==> config.mk <==
export PLATFORM = sky130hd
export DESIGN_NAME = radix_prefixed_text_to_uint
export DESIGN_NICKNAME = d
export VERILOG_FILES = /design/src/hdl/rptu_pkg.sv /design/src/hdl/rptu_digit.sv /design/src/hdl/radix_prefixed_text_to_uint.sv
export SDC_FILE = /design/constraint.sdc
export NUM_CORES = 1
export LEC_CHECK = 0
export BUFFER_PORTS_ARGS = -buffer_cell sky130_fd_sc_hd__buf_2
export CORE_ASPECT_RATIO = 0.6
export CORE_MARGIN = 10
export CORE_UTILIZATION = 64
export CTS_BUF_LIST = sky130_fd_sc_hd__clkbuf_16
export CTS_CLUSTER_SIZE = 14
export DETAILED_ROUTE_END_ITERATION = 6
export PLACE_DENSITY = 0.91
export SYNTH_ARGS = -nofsm -noshare
export SYNTH_HDL_FRONTEND = slang
export SYNTH_HIERARCHICAL = 1
export SYNTH_SLANG_ARGS = --single-unit
==> constraint.sdc <==
create_clock -name i_clk -period 10.6 [get_ports i_clk]
set_input_delay 2.12 -clock i_clk [delete_from_list [all_inputs] [get_ports i_clk]]
set_output_delay 2.12 -clock i_clk [all_outputs]
set_load 0.005 [all_outputs]
==> src/hdl/rptu_pkg.sv <==
// shared types, character codes and helpers for the radix-prefixed text to unsigned converter
`timescale 1ns / 1ps
`default_nettype none
package rptu_pkg;

    localparam int VALUE_BITS = 32;
    localparam int SUM_BITS   = VALUE_BITS + 4;

    localparam logic [7:0] CH_TAB     = 8'h09;
    localparam logic [7:0] CH_CR      = 8'h0d;
    localparam logic [7:0] CH_SPACE   = 8'h20;
    localparam logic [7:0] CH_AMP     = 8'h26;
    localparam logic [7:0] CH_PLUS    = 8'h2b;
    localparam logic [7:0] CH_MINUS   = 8'h2d;
    localparam logic [7:0] CH_ZERO    = 8'h30;
    localparam logic [7:0] CH_NINE    = 8'h39;
    localparam logic [7:0] CH_UP_A    = 8'h41;
    localparam logic [7:0] CH_UP_B    = 8'h42;
    localparam logic [7:0] CH_UP_H    = 8'h48;
    localparam logic [7:0] CH_UP_O    = 8'h4f;
    localparam logic [7:0] CH_UP_X    = 8'h58;
    localparam logic [7:0] CH_UP_Z    = 8'h5a;
    localparam logic [7:0] CH_LO_A    = 8'h61;
    localparam logic [7:0] CH_LO_B    = 8'h62;
    localparam logic [7:0] CH_LO_H    = 8'h68;
    localparam logic [7:0] CH_LO_O    = 8'h6f;
    localparam logic [7:0] CH_LO_X    = 8'h78;
    localparam logic [7:0] CH_LO_Z    = 8'h7a;
    localparam logic [7:0] LETTER_OFS = 8'd10;

    typedef enum logic [1:0] {
        RC_DEC = 2'd0,
        RC_HEX = 2'd1,
        RC_OCT = 2'd2,
        RC_BIN = 2'd3
    } t_radix;

    typedef struct packed {
        logic [7:0] char_code;
        logic       has_char;
        logic       last_char;
    } t_in_req;

    typedef struct packed {
        logic [VALUE_BITS-1:0] value;
        logic                  overflowed;
    } t_out_req;

    function automatic logic [4:0] radix_value(t_radix rc);
        logic [4:0] r;
        case (rc)
            RC_DEC:  r = 5'd10;
            RC_HEX:  r = 5'd16;
            RC_OCT:  r = 5'd8;
            RC_BIN:  r = 5'd2;
            default: r = 5'd10;
        endcase
        return r;
    endfunction

    // digit value of a byte (letters count from 10), 63 when it is neither a decimal digit nor a letter
    function automatic logic [5:0] digit_of(logic [7:0] c);
        logic [5:0] d;
        d = 6'd63;
        if (c >= CH_ZERO && c <= CH_NINE) begin
            d = 6'(c - CH_ZERO);
        end else if (c >= CH_LO_A && c <= CH_LO_Z) begin
            d = 6'(c - CH_LO_A + LETTER_OFS);
        end else if (c >= CH_UP_A && c <= CH_UP_Z) begin
            d = 6'(c - CH_UP_A + LETTER_OFS);
        end
        return d;
    endfunction

endpackage
`default_nettype wire

==> src/hdl/rptu_digit.sv <==
// one digit step: decode, multiply by radix, add, saturate
`timescale 1ns / 1ps
`default_nettype none
module rptu_digit (
    input  logic [rptu_pkg::VALUE_BITS-1:0] i_acc,
    input  logic                            i_sat,
    input  rptu_pkg::t_radix                i_radix,
    input  logic [7:0]                      i_char,
    output logic                            o_ok,
    output logic [rptu_pkg::VALUE_BITS-1:0] o_acc,
    output logic                            o_sat
);
    import rptu_pkg::*;

    logic [5:0]          w_dig;
    logic [4:0]          w_rad;
    logic [SUM_BITS-1:0] w_scaled;
    logic [SUM_BITS-1:0] w_sum;
    logic                w_ovf;

    assign w_dig = digit_of(i_char);
    assign w_rad = radix_value(i_radix);
    assign o_ok  = (w_dig < {1'b0, w_rad});

    always_comb begin
        case (i_radix)
            RC_HEX:  w_scaled = {i_acc, 4'b0000};
            RC_OCT:  w_scaled = {1'b0, i_acc, 3'b000};
            RC_BIN:  w_scaled = {3'b000, i_acc, 1'b0};
            RC_DEC:  w_scaled = {1'b0, i_acc, 3'b000} + {3'b000, i_acc, 1'b0};
            default: w_scaled = {4'b0000, i_acc};
        endcase
    end

    assign w_sum = w_scaled + SUM_BITS'(w_dig[3:0]);
    assign w_ovf = |w_sum[SUM_BITS-1:VALUE_BITS];
    assign o_sat = i_sat | w_ovf;
    assign o_acc = (i_sat || w_ovf) ? {VALUE_BITS{1'b1}} : w_sum[VALUE_BITS-1:0];

endmodule
`default_nettype wire

==> src/hdl/radix_prefixed_text_to_uint.sv <==
// top level: radix-prefixed text to unsigned integer converter
// a last-character request loads the result register as it leaves the input register
// throughput: one character request per cycle, set by the single digit step
//   (shift-add by radix, add, overflow check) between input and state registers
// a result waiting in the output register stalls only a last-character request
// synchronous active-low reset empties both registers and returns to leading-space skip
`timescale 1ns / 1ps
`default_nettype none
module radix_prefixed_text_to_uint (
    input  logic               i_clk,
    input  logic               i_rst_n,
    input  logic               i_in_valid,
    output logic               o_in_ready,
    input  rptu_pkg::t_in_req  i_in_data,
    output logic               o_out_valid,
    input  logic               i_out_ready,
    output rptu_pkg::t_out_req o_out_data
);
    import rptu_pkg::*;

    typedef enum logic [2:0] {
        PH_LEAD,
        PH_AMP,
        PH_WS,
        PH_SIGNED,
        PH_PREFIXED,
        PH_DIGITS,
        PH_DONE
    } t_phase;

    logic                  r_in_valid;
    t_in_req               r_in;
    logic                  r_out_valid;
    t_out_req              r_out;
    t_phase                r_phase, n_phase, c_phase;
    t_radix                r_radix, n_radix, c_radix;
    logic [VALUE_BITS-1:0] r_acc, n_acc, c_acc;
    logic                  r_neg, n_neg, c_neg;
    logic                  r_sat, n_sat, c_sat;
    logic                  r_ozs, n_ozs, c_ozs;
    t_out_req              n_out;

    logic                  w_adv;
    logic [7:0]            w_ch;
    logic                  w_is_ws;
    logic                  w_ok;
    logic [VALUE_BITS-1:0] w_dacc;
    logic                  w_dsat;

    rptu_digit u_digit (
        .i_acc   (r_acc),
        .i_sat   (r_sat),
        .i_radix (r_radix),
        .i_char  (w_ch),
        .o_ok    (w_ok),
        .o_acc   (w_dacc),
        .o_sat   (w_dsat)
    );

    assign w_ch    = r_in.char_code;
    assign w_is_ws = (w_ch == CH_SPACE) || (w_ch >= CH_TAB && w_ch <= CH_CR);
    assign w_adv   = r_in_valid && (!r_in.last_char || !r_out_valid || i_out_ready);
    assign o_in_ready  = !r_in_valid || w_adv;
    assign o_out_valid = r_out_valid;
    assign o_out_data  = r_out;

    always_comb begin
        c_phase = r_phase;
        c_radix = r_radix;
        c_acc   = r_acc;
        c_neg   = r_neg;
        c_sat   = r_sat;
        c_ozs   = r_ozs;
        if (r_in.has_char) begin
            case (r_phase)
                PH_LEAD, PH_WS: begin
                    if (r_phase == PH_LEAD && w_ch == CH_SPACE) begin
                        c_phase = PH_LEAD;
                    end else if (r_phase == PH_LEAD && w_ch == CH_AMP) begin
                        c_phase = PH_AMP;
                    end else begin
                        c_phase = PH_WS;
                        if (w_is_ws) begin
                            c_phase = PH_WS;
                        end else if (w_ch == CH_PLUS) begin
                            c_phase = PH_SIGNED;
                        end else if (w_ch == CH_MINUS) begin
                            c_neg   = 1'b1;
                            c_phase = PH_SIGNED;
                        end else if (r_radix == RC_HEX && w_ch == CH_ZERO) begin
                            c_ozs   = 1'b1;
                            c_phase = PH_DIGITS;
                        end else if (w_ok) begin
                            c_acc   = w_dacc;
                            c_sat   = w_dsat;
                            c_phase = PH_DIGITS;
                        end else begin
                            c_phase = PH_DONE;
                        end
                    end
                end
                PH_AMP: begin
                    c_phase = PH_WS;
                    if (w_ch == CH_LO_H || w_ch == CH_UP_H) begin
                        c_radix = RC_HEX;
                    end else if (w_ch == CH_LO_O || w_ch == CH_UP_O) begin
                        c_radix = RC_OCT;
                    end else if (w_ch == CH_LO_B || w_ch == CH_UP_B) begin
                        c_radix = RC_BIN;
                    end else begin
                        c_phase = PH_DONE;
                    end
                end
                PH_SIGNED: begin
                    if (r_radix == RC_HEX && w_ch == CH_ZERO) begin
                        c_ozs   = 1'b1;
                        c_phase = PH_DIGITS;
                    end else if (w_ok) begin
                        c_acc   = w_dacc;
                        c_sat   = w_dsat;
                        c_phase = PH_DIGITS;
                    end else begin
                        c_phase = PH_DONE;
                    end
                end
                PH_PREFIXED: begin
                    if (w_ok) begin
                        c_acc   = w_dacc;
                        c_sat   = w_dsat;
                        c_phase = PH_DIGITS;
                    end else begin
                        c_phase = PH_DONE;
                    end
                end
                PH_DIGITS: begin
                    c_ozs = 1'b0;
                    if (r_ozs && (w_ch == CH_LO_X || w_ch == CH_UP_X)) begin
                        c_phase = PH_PREFIXED;
                    end else if (w_ok) begin
                        c_acc = w_dacc;
                        c_sat = w_dsat;
                    end else begin
                        c_phase = PH_DONE;
                    end
                end
                default: begin
                    c_phase = PH_DONE;
                end
            endcase
        end

        n_out.overflowed = c_sat;
        if (c_sat) begin
            n_out.value = {VALUE_BITS{1'b1}};
        end else if (c_neg) begin
            n_out.value = ~c_acc + VALUE_BITS'(1);
        end else begin
            n_out.value = c_acc;
        end

        // a last character closes the string and restarts the scan
        if (r_in.last_char) begin
            n_phase = PH_LEAD;
            n_radix = RC_DEC;
            n_acc   = '0;
            n_neg   = 1'b0;
            n_sat   = 1'b0;
            n_ozs   = 1'b0;
        end else begin
            n_phase = c_phase;
            n_radix = c_radix;
            n_acc   = c_acc;
            n_neg   = c_neg;
            n_sat   = c_sat;
            n_ozs   = c_ozs;
        end
    end

    always_ff @(posedge i_clk) begin
        if (!i_rst_n) begin
            r_in_valid  <= 1'b0;
            r_out_valid <= 1'b0;
            r_phase     <= PH_LEAD;
            r_radix     <= RC_DEC;
            r_acc       <= '0;
            r_neg       <= 1'b0;
            r_sat       <= 1'b0;
            r_ozs       <= 1'b0;
        end else begin
            if (o_in_ready) begin
                r_in_valid <= i_in_valid;
            end
            if (o_in_ready && i_in_valid) begin
                r_in <= i_in_data;
            end
            if (w_adv) begin
                r_phase <= n_phase;
                r_radix <= n_radix;
                r_acc   <= n_acc;
                r_neg   <= n_neg;
                r_sat   <= n_sat;
                r_ozs   <= n_ozs;
            end
            if (w_adv && r_in.last_char) begin
                r_out_valid <= 1'b1;
                r_out       <= n_out;
            end else if (i_out_ready) begin
                r_out_valid <= 1'b0;
            end
        end
    end

    a_last_gives_result: assert property (@(posedge i_clk) disable iff (!i_rst_n)
        (w_adv && r_in.last_char) |=> r_out_valid)
        else $error("last character request did not produce a result");

    a_restart_after_last: assert property (@(posedge i_clk) disable iff (!i_rst_n)
        (w_adv && r_in.last_char) |=> (r_phase == PH_LEAD && r_acc == '0 && !r_sat))
        else $error("state not cleared after end of string");

    a_sat_all_ones: assert property (@(posedge i_clk) disable iff (!i_rst_n)
        r_sat |-> (&r_acc))
        else $error("saturated accumulator is not all ones");

    a_ovf_value: assert property (@(posedge i_clk) disable iff (!i_rst_n)
        (r_out_valid && r_out.overflowed) |-> (&r_out.value))
        else $error("overflowed result is not all ones");

endmodule
`default_nettype wire

==> results.cfg, run 1 <==
[run_status]
status = finished with violations
violations = DRC

[die]
die_w_um = 180
initial_core_util_pct = 66.4
core-area_um2 = 14700
ios = 49
num_rows = 34
die_area_um2 = 20800
fp.dieH_um = 116

[global_route]
grt_pass1_wl_um = 51200
grt_max_degree = 66
grt_pass1_vias = 9527
overflow = 0
grt_use_total_pct = 29.5
antenna_found_initial = 0

[pwr]
power.net_switching_uw = 227
peakVddDrop_mv = 0.0648
switching_share_pct = 29.4
seq_power_share_pct = 46.1
p_leak_uw = 0.00400
comb_power_share_pct = 11.2
powerDensity_nw_per_um2 = 74.8
p_clk_share_pct = 42.7
p_int_uw = 546

[detailed_routing]
routedWlPerCell_um = 22.0
ant_nets = 0
wl_met3_um = 6000
routed-via-count = 10600
top_layer = met4
wl_met1_um = 13900
viasPerCell = 7.26
drt_wl_total_um = 32200
drc = 15
drt_pre_antenna_iters = 7
dr_wl_met2_um = 11700
drt-initial-drc-count = 1847

[worst_hold_path]
hold_class = flop to flop
whs_path_depth = 2

[cts]
ctsHoldBuffers = 0
cts_buffer_depth = 2
post_cts_resized = 0
path_clk_slew_ns = 0.08
clk_latency_ns = 0.36
cts-buffers-inserted = 9
root_buffer = clkbuf_16
clock_sinks = 85
ctsHtreeMaxLevel = 3
cts_tree = yes
post_cts_buffers = 0

[cells_and_area]
nFillCells = 1167
drive_gt1_share_pct = 10.0
syn_to_final_growth_pct = 5.77
fin_util_pct = 70.2
diodes = 0
nets = 1328
fin_cells = 1466

[critical_path]
crit_type = flop to flop
crit_arrival_ns = 8.45
worst_setup_path_end_kind = flop
path_max_fanout = 65
r2r_cells = 27
crit_required_ns = 10.70
start_kind = flop

[placed_design]
dp_hpwl_um = 24100
io_buffers = 48
post-place-ws_ns = 2.53
gp_congestion = 0.980
dp_cells = 1450

[timing]
min_period_ns = 8.34
fin_crit_sh_pct = 78.7
rsz0062_at_grt = no
fmax_mhz = 120
worst_slew_pin_slew_ns = 1.14
final_hold_viol_count = 0
clock_skew_ns = 0.0179
fin_setup_tns_ns = 0
slew_headroom_pct = 22.8
setup_violations = 0
setup_slack_ns = 2.26
drv_slew = 0

[job]
cap_violations = 0

[yosys]
yosysSeqAreaShare_pct = 21.8
avgSynthCellArea_um2 = 7.76
ys_types = 101
synth-main-ff-cell = edfxtp_1
ys_ff_latch = 85
yosysWarnings = 6
synthArstFlopShare_pct = 0
synthCells = 1259
synth_edf_count = 43
synth_fp_nets = 1324
synth_area_um2 = 9770
==> critical path: stages, from the launching register on <==
cell	delay, ns
dfxtp_1	0.37
inv_1	0.14
ha_2	0.18
buf_4	0.54
clkinv_1	0.73
o21ai_0	0.40
nor2_1	0.14
ha_1	0.31
a21o_1	0.10
a21oi_1	0.09
nand2b_1	0.18
nor4_2	0.24
nand2_1	0.12
or4_4	0.46
or3_1	0.52
nor4_4	0.34
nand4b_2	0.19
o21bai_4	0.62
o211ai_1	0.32
nor4_1	0.43
nand2b_1	0.15
or3_1	0.40
nor2_1	0.12
mux2i_1	0.16
a311o_1	0.33
o31a_1	0.26
xor2_1	0.16
nand2_1	0.07
==> flip-flops by register name, summed over array words and instances (netlist names) <==
| register | flops |
|---|---|
| r_in_valid | 1 |
| r_neg | 1 |
| r_radix | 2 |
| r_phase | 3 |
| o_out_data | 33 |
| r_ozs | 1 |
| r_sat | 1 |
| r_in | 2 |
| o_out_valid | 1 |
| r_acc | 32 |
| w_ch | 8 |
==> synthesized netlist by cell type, types with 16 or more instances <==
| cell type | n | area (µm²) |
|---|---|---|
| o21ai_0 | 61 | 305 |
| nor2b_1 | 39 | 244 |
| buf_2 | 21 | 105 |
| dfxtp_1 | 42 | 841 |
| inv_1 | 45 | 169 |
| ha_1 | 49 | 613 |
| a31oi_1 | 20 | 125 |
| xnor2_1 | 37 | 324 |
| edfxtp_1 | 43 | 1290 |
| nor2_1 | 96 | 360 |
| nand2_1 | 127 | 477 |
| nand4_1 | 16 | 100 |
| xor2_1 | 29 | 254 |
| a211oi_1 | 18 | 135 |
| mux2i_1 | 41 | 410 |
| clkbuf_1 | 35 | 131 |
| nand2b_1 | 16 | 100 |
| a221o_1 | 26 | 260 |
| a22oi_1 | 31 | 233 |
| nand3_1 | 56 | 280 |
| nor3_1 | 35 | 175 |
| a21oi_1 | 84 | 420 |
==> cells in the final DEF, fill, tap and decap left out, types with 18 or more instances in the layout <==
cell	n
nand2_1	127
nor2_1	96
a21oi_1	84
o21ai_0	61
nand3_1	56
ha_1	48
buf_2	48
inv_1	45
edfxtp_1	43
dfxtp_1	42
nor2b_1	39
mux2i_1	39
xnor2_1	37
nor3_1	35
a22oi_1	31
xor2_1	29
a221o_1	26
a31oi_1	20
a211oi_1	18
==> through the flow <==
step	area [µm²]	hold slack, ns	total power (µW)
5_1_grt	10300	0.574	790
3_3_place_gp	10000	0.515	444
6_report	10300	0.569	773
2_1_floorplan	9770	0.480	425
4_1_cts	10300	0.551	764
3_5_place_dp	10000	0.529	446
==> power by group through the flow <==
stage / registers (µW) / logic, µW / clock network [µW]
after floorplan: 359 / 65.8 / 0
after global placement: 363 / 80.8 / 0
after detailed placement: 364 / 82.4 / 0
after CTS: 356 / 82.8 / 325
after global routing: 357 / 92.4 / 340
final: 357 / 86.4 / 331
==> path summary, 6_finish.rpt <==
check / startpoint / end / slack [ns]
worst min register to register: r_neg / r_neg / 0.57
worst min-delay path: r_neg / r_neg / 0.57
worst max-delay path: r_radix[1] / o_out_data[28] / 2.26
worst max register to register: r_radix[1] / o_out_data[28] / 2.26
==> metal layers <==
layer	up-vias	global-route usage, %
li1	4801	-
met1	4841	43.8
met2	938	38.5
met3	64	11.9
met4	0	5.87
met5	-	0.222
==> layout make-up <==
cell class	count	area, µm²	area share [%]
clock buffers	9	225	2.18
clock inverters	7	66.3	0.641
inverters	46	173	1.67
multi-input cells	1061	7160	69.3
flip-flops and latches	85	2130	20.6
well taps	198	248	2.40
repair buffers	60	330	3.19
==> kinds of logic (layout without fill, tap and decap cells) <==
logic type | after synthesis | after routing | synth area share (%)
adders and majority gates | 52 | 52 | 6.80
xor gates and xnor gates | 66 | 66 | 5.91
muxes | 43 | 43 | 4.47
and+or+nand+nor | 502 | 502 | 27.2
buffers and inverters | 113 | 122 | 4.99
DFF | 85 | 85 | 21.8
AOI/OAI and AO/OA | 398 | 398 | 28.9
(Power assumes the default switching activity.)
==> inputs of run 2 (changes only) <==
--- a/config.mk
+++ b/config.mk
@@ -5,10 +5,11 @@
 export SDC_FILE = /design/constraint.sdc
 export NUM_CORES = 1
 export LEC_CHECK = 0
+export ABC_AREA = 1
 export BUFFER_PORTS_ARGS = -buffer_cell sky130_fd_sc_hd__buf_2
 export CORE_ASPECT_RATIO = 0.6
 export CORE_MARGIN = 10
-export CORE_UTILIZATION = 64
+export CORE_UTILIZATION = 65
 export CTS_BUF_LIST = sky130_fd_sc_hd__clkbuf_16
 export CTS_CLUSTER_SIZE = 14
 export DETAILED_ROUTE_END_ITERATION = 6
==> constraint.sdc (replaced) <==
create_clock -name i_clk -period 8 [get_ports i_clk]
set_input_delay 1.6 -clock i_clk [delete_from_list [all_inputs] [get_ports i_clk]]
set_output_delay 1.6 -clock i_clk [all_outputs]
set_load 0.005 [all_outputs]
==> results.cfg, run 2 <==
[run_status]
status = completed

[placed_design]
dp_cells = 2162
io_buffers = 48
gp_congestion = 1.01
post-place-ws_ns = 1.48
dp_hpwl_um = 27800

[timing]
fin_setup_tns_ns = 0
slew_headroom_pct = 31.1
clock_skew_ns = 0.0126
drv_slew = 0
setup_violations = 0
fmax_mhz = 148
min_period_ns = 6.77
fin_crit_sh_pct = 84.6
rsz0062_at_grt = no
setup_slack_ns = 1.23
worst_slew_pin_slew_ns = 1.03
final_hold_viol_count = 0

[cts]
clk_latency_ns = 0.36
cts_buffer_depth = 2
post_cts_resized = 0
cts_tree = yes
post_cts_buffers = 0
path_clk_slew_ns = 0.06
root_buffer = clkbuf_16
cts-buffers-inserted = 9
clock_sinks = 85
ctsHoldBuffers = 0
ctsHtreeMaxLevel = 3

[global_route]
overflow = 0
grt_pass1_wl_um = 57500
antenna_found_initial = 0
grt_pass1_vias = 11100
grt_use_total_pct = 29.8
grt_max_degree = 41

[cells_and_area]
nFillCells = 1587
nets = 2004
diodes = 0
final_common_cell = nand2_1
drive_gt1_share_pct = 15.4
syn_to_final_growth_pct = 5.08
final_cell_mix = nand2_1 (633), inv_1 (241), nor2_1 (198)
fin_cells = 2178
largest_register_ffs = 33

[detailed_routing]
routedWlPerCell_um = 16.4
ant_nets = 0
viasPerCell = 5.84
drc = 0
drt_wl_total_um = 35700
routed-via-count = 12700
drt-initial-drc-count = 1623
drt_pre_antenna_iters = 6

[yosys]
ys_top_cells_by_area = nand2_1 (21%), edfxtp_1 (11%), inv_1 (7.9%), dfxtp_1 (7.3%), nand3_1 (6.8%)
synth_edf_count = 43
synth-main-ff-cell = edfxtp_1
ys_types = 58
yosysSeqAreaShare_pct = 18.6
synthArstFlopShare_pct = 0
synthCells = 1922
ys_ff_latch = 85
yosysMostFrequentCell = nand2_1
synth_area_um2 = 11400
avgSynthCellArea_um2 = 5.96
yosysWarnings = 6
yosys.area.top_type = nand2_1
synth_fp_nets = 1987
synth_top_area_share_pct = 20.8
synth_commonest_cells = nand2_1 (634), inv_1 (240), nor2_1 (200)

[job]
cap_violations = 0

[die]
core-area_um2 = 17200
initial_core_util_pct = 66.5
num_rows = 37
fp.dieH_um = 123
die_area_um2 = 23500
ios = 49
die_w_um = 191

[critical_path]
worst_setup_path_end_kind = flop
slowest_delay_ns = 0.62
start_kind = flop
crit_required_ns = 8.06
crit_type = flop to flop
crit_arrival_ns = 6.83
path_max_fanout = 24
crit_slowest_cell = nor2_4
crit_top_cell = nand2_1

[pwr]
peakVddDrop_mv = 0.106
p_leak_uw = 0.00634
powerDensity_nw_per_um2 = 89.3

[worst_hold_path]
hold_class = flop to flop
run 2: changes by cell type after synthesis, moves of 26 or more:
cell / previous run / this run
mux2i_1: 41 / 0
a22oi_1: 31 / 2
a221o_1: 26 / 0
o21ai_0: 61 / 25
xnor2_1: 37 / 8
nand3_2: 0 / 43
nor2_2: 0 / 27
nand2_2: 1 / 52
nor2b_1: 39 / 0
nand3_1: 56 / 156
inv_2: 0 / 33
nor2_1: 96 / 200
nand2_1: 127 / 634
inv_1: 45 / 240
run 2: report_power, final:
group | leakage [µW] | switching [µW] | internal (µW)
clock network | 0.000139 | 176 | 237
registers | 0.000692 | 8.45 | 466
logic | 0.00550 | 129 | 57.0
total | 0.00634 | 314 | 760
run 2: path summary, 6_finish.rpt:
check,startpoint,to,slack [ns],cells after the start
hold reg to reg,r_radix[0],r_radix[0],0.52,2
setup reg to reg,w_ch[4],o_out_data[29],1.23,41
setup / recovery,w_ch[4],o_out_data[29],1.23,41
hold / removal,r_radix[0],r_radix[0],0.52,2
run 2: per-stage QoR:
stage | hold WS, ns | cell area, µm² | util [%] | power (µW)
2_1_floorplan | 0.472 | 11400 | - | 619
3_3_place_gp | 0.497 | 11700 | 68.2 | 660
3_5_place_dp | 0.509 | 11700 | 68.2 | 663
4_1_cts | 0.517 | 12000 | 69.9 | 1070
5_1_grt | 0.542 | 12000 | 69.9 | 1110
6_report | 0.524 | 12000 | 69.9 | 1070
run 2: cell families after synthesis:
group	synth area share, %
AO/OA/AOI/OAI	10.7
XOR/XNOR	2.22
adder cells (fa/ha/maj)	5.70
buffers and inverters	12.1
flip-flops	18.6
AND/OR/NAND/NOR	50.7
run 2: layout make-up:
class	count	area (µm²)	share of cell area, %
tap	234	293	2.43
multi-input combinational	1506	7950	66.0
sequential	85	2130	17.7
clock inverter	7	57.6	0.478
timing repair buffer	62	345	2.87
clock buffer	9	225	1.87
inverter	275	1030	8.58
run 2: worst max-delay path: cells and delay by family, from the launching register on:
kind	cells	cell delay [ns]
AO/OA/AOI/OAI	2	0.40
adder cells (fa/ha/maj)	2	0.60
buffers and inverters	3	0.28
flip-flops	1	0.56
AND/OR/NAND/NOR	34	4.61
run 2: routing by layer:
| layer | vias up | track usage (%) | share of wire, % |
|---|---|---|---|
| met1 | 5736 | 43.3 | 46 |
| met5 | - | 2.02 | 0.19 |
| met2 | 740 | 41.5 | 39 |
| met3 | 51 | 10.4 | 13 |
| met4 | 2 | 4.81 | 1.4 |
| li1 | 6196 | - | - |
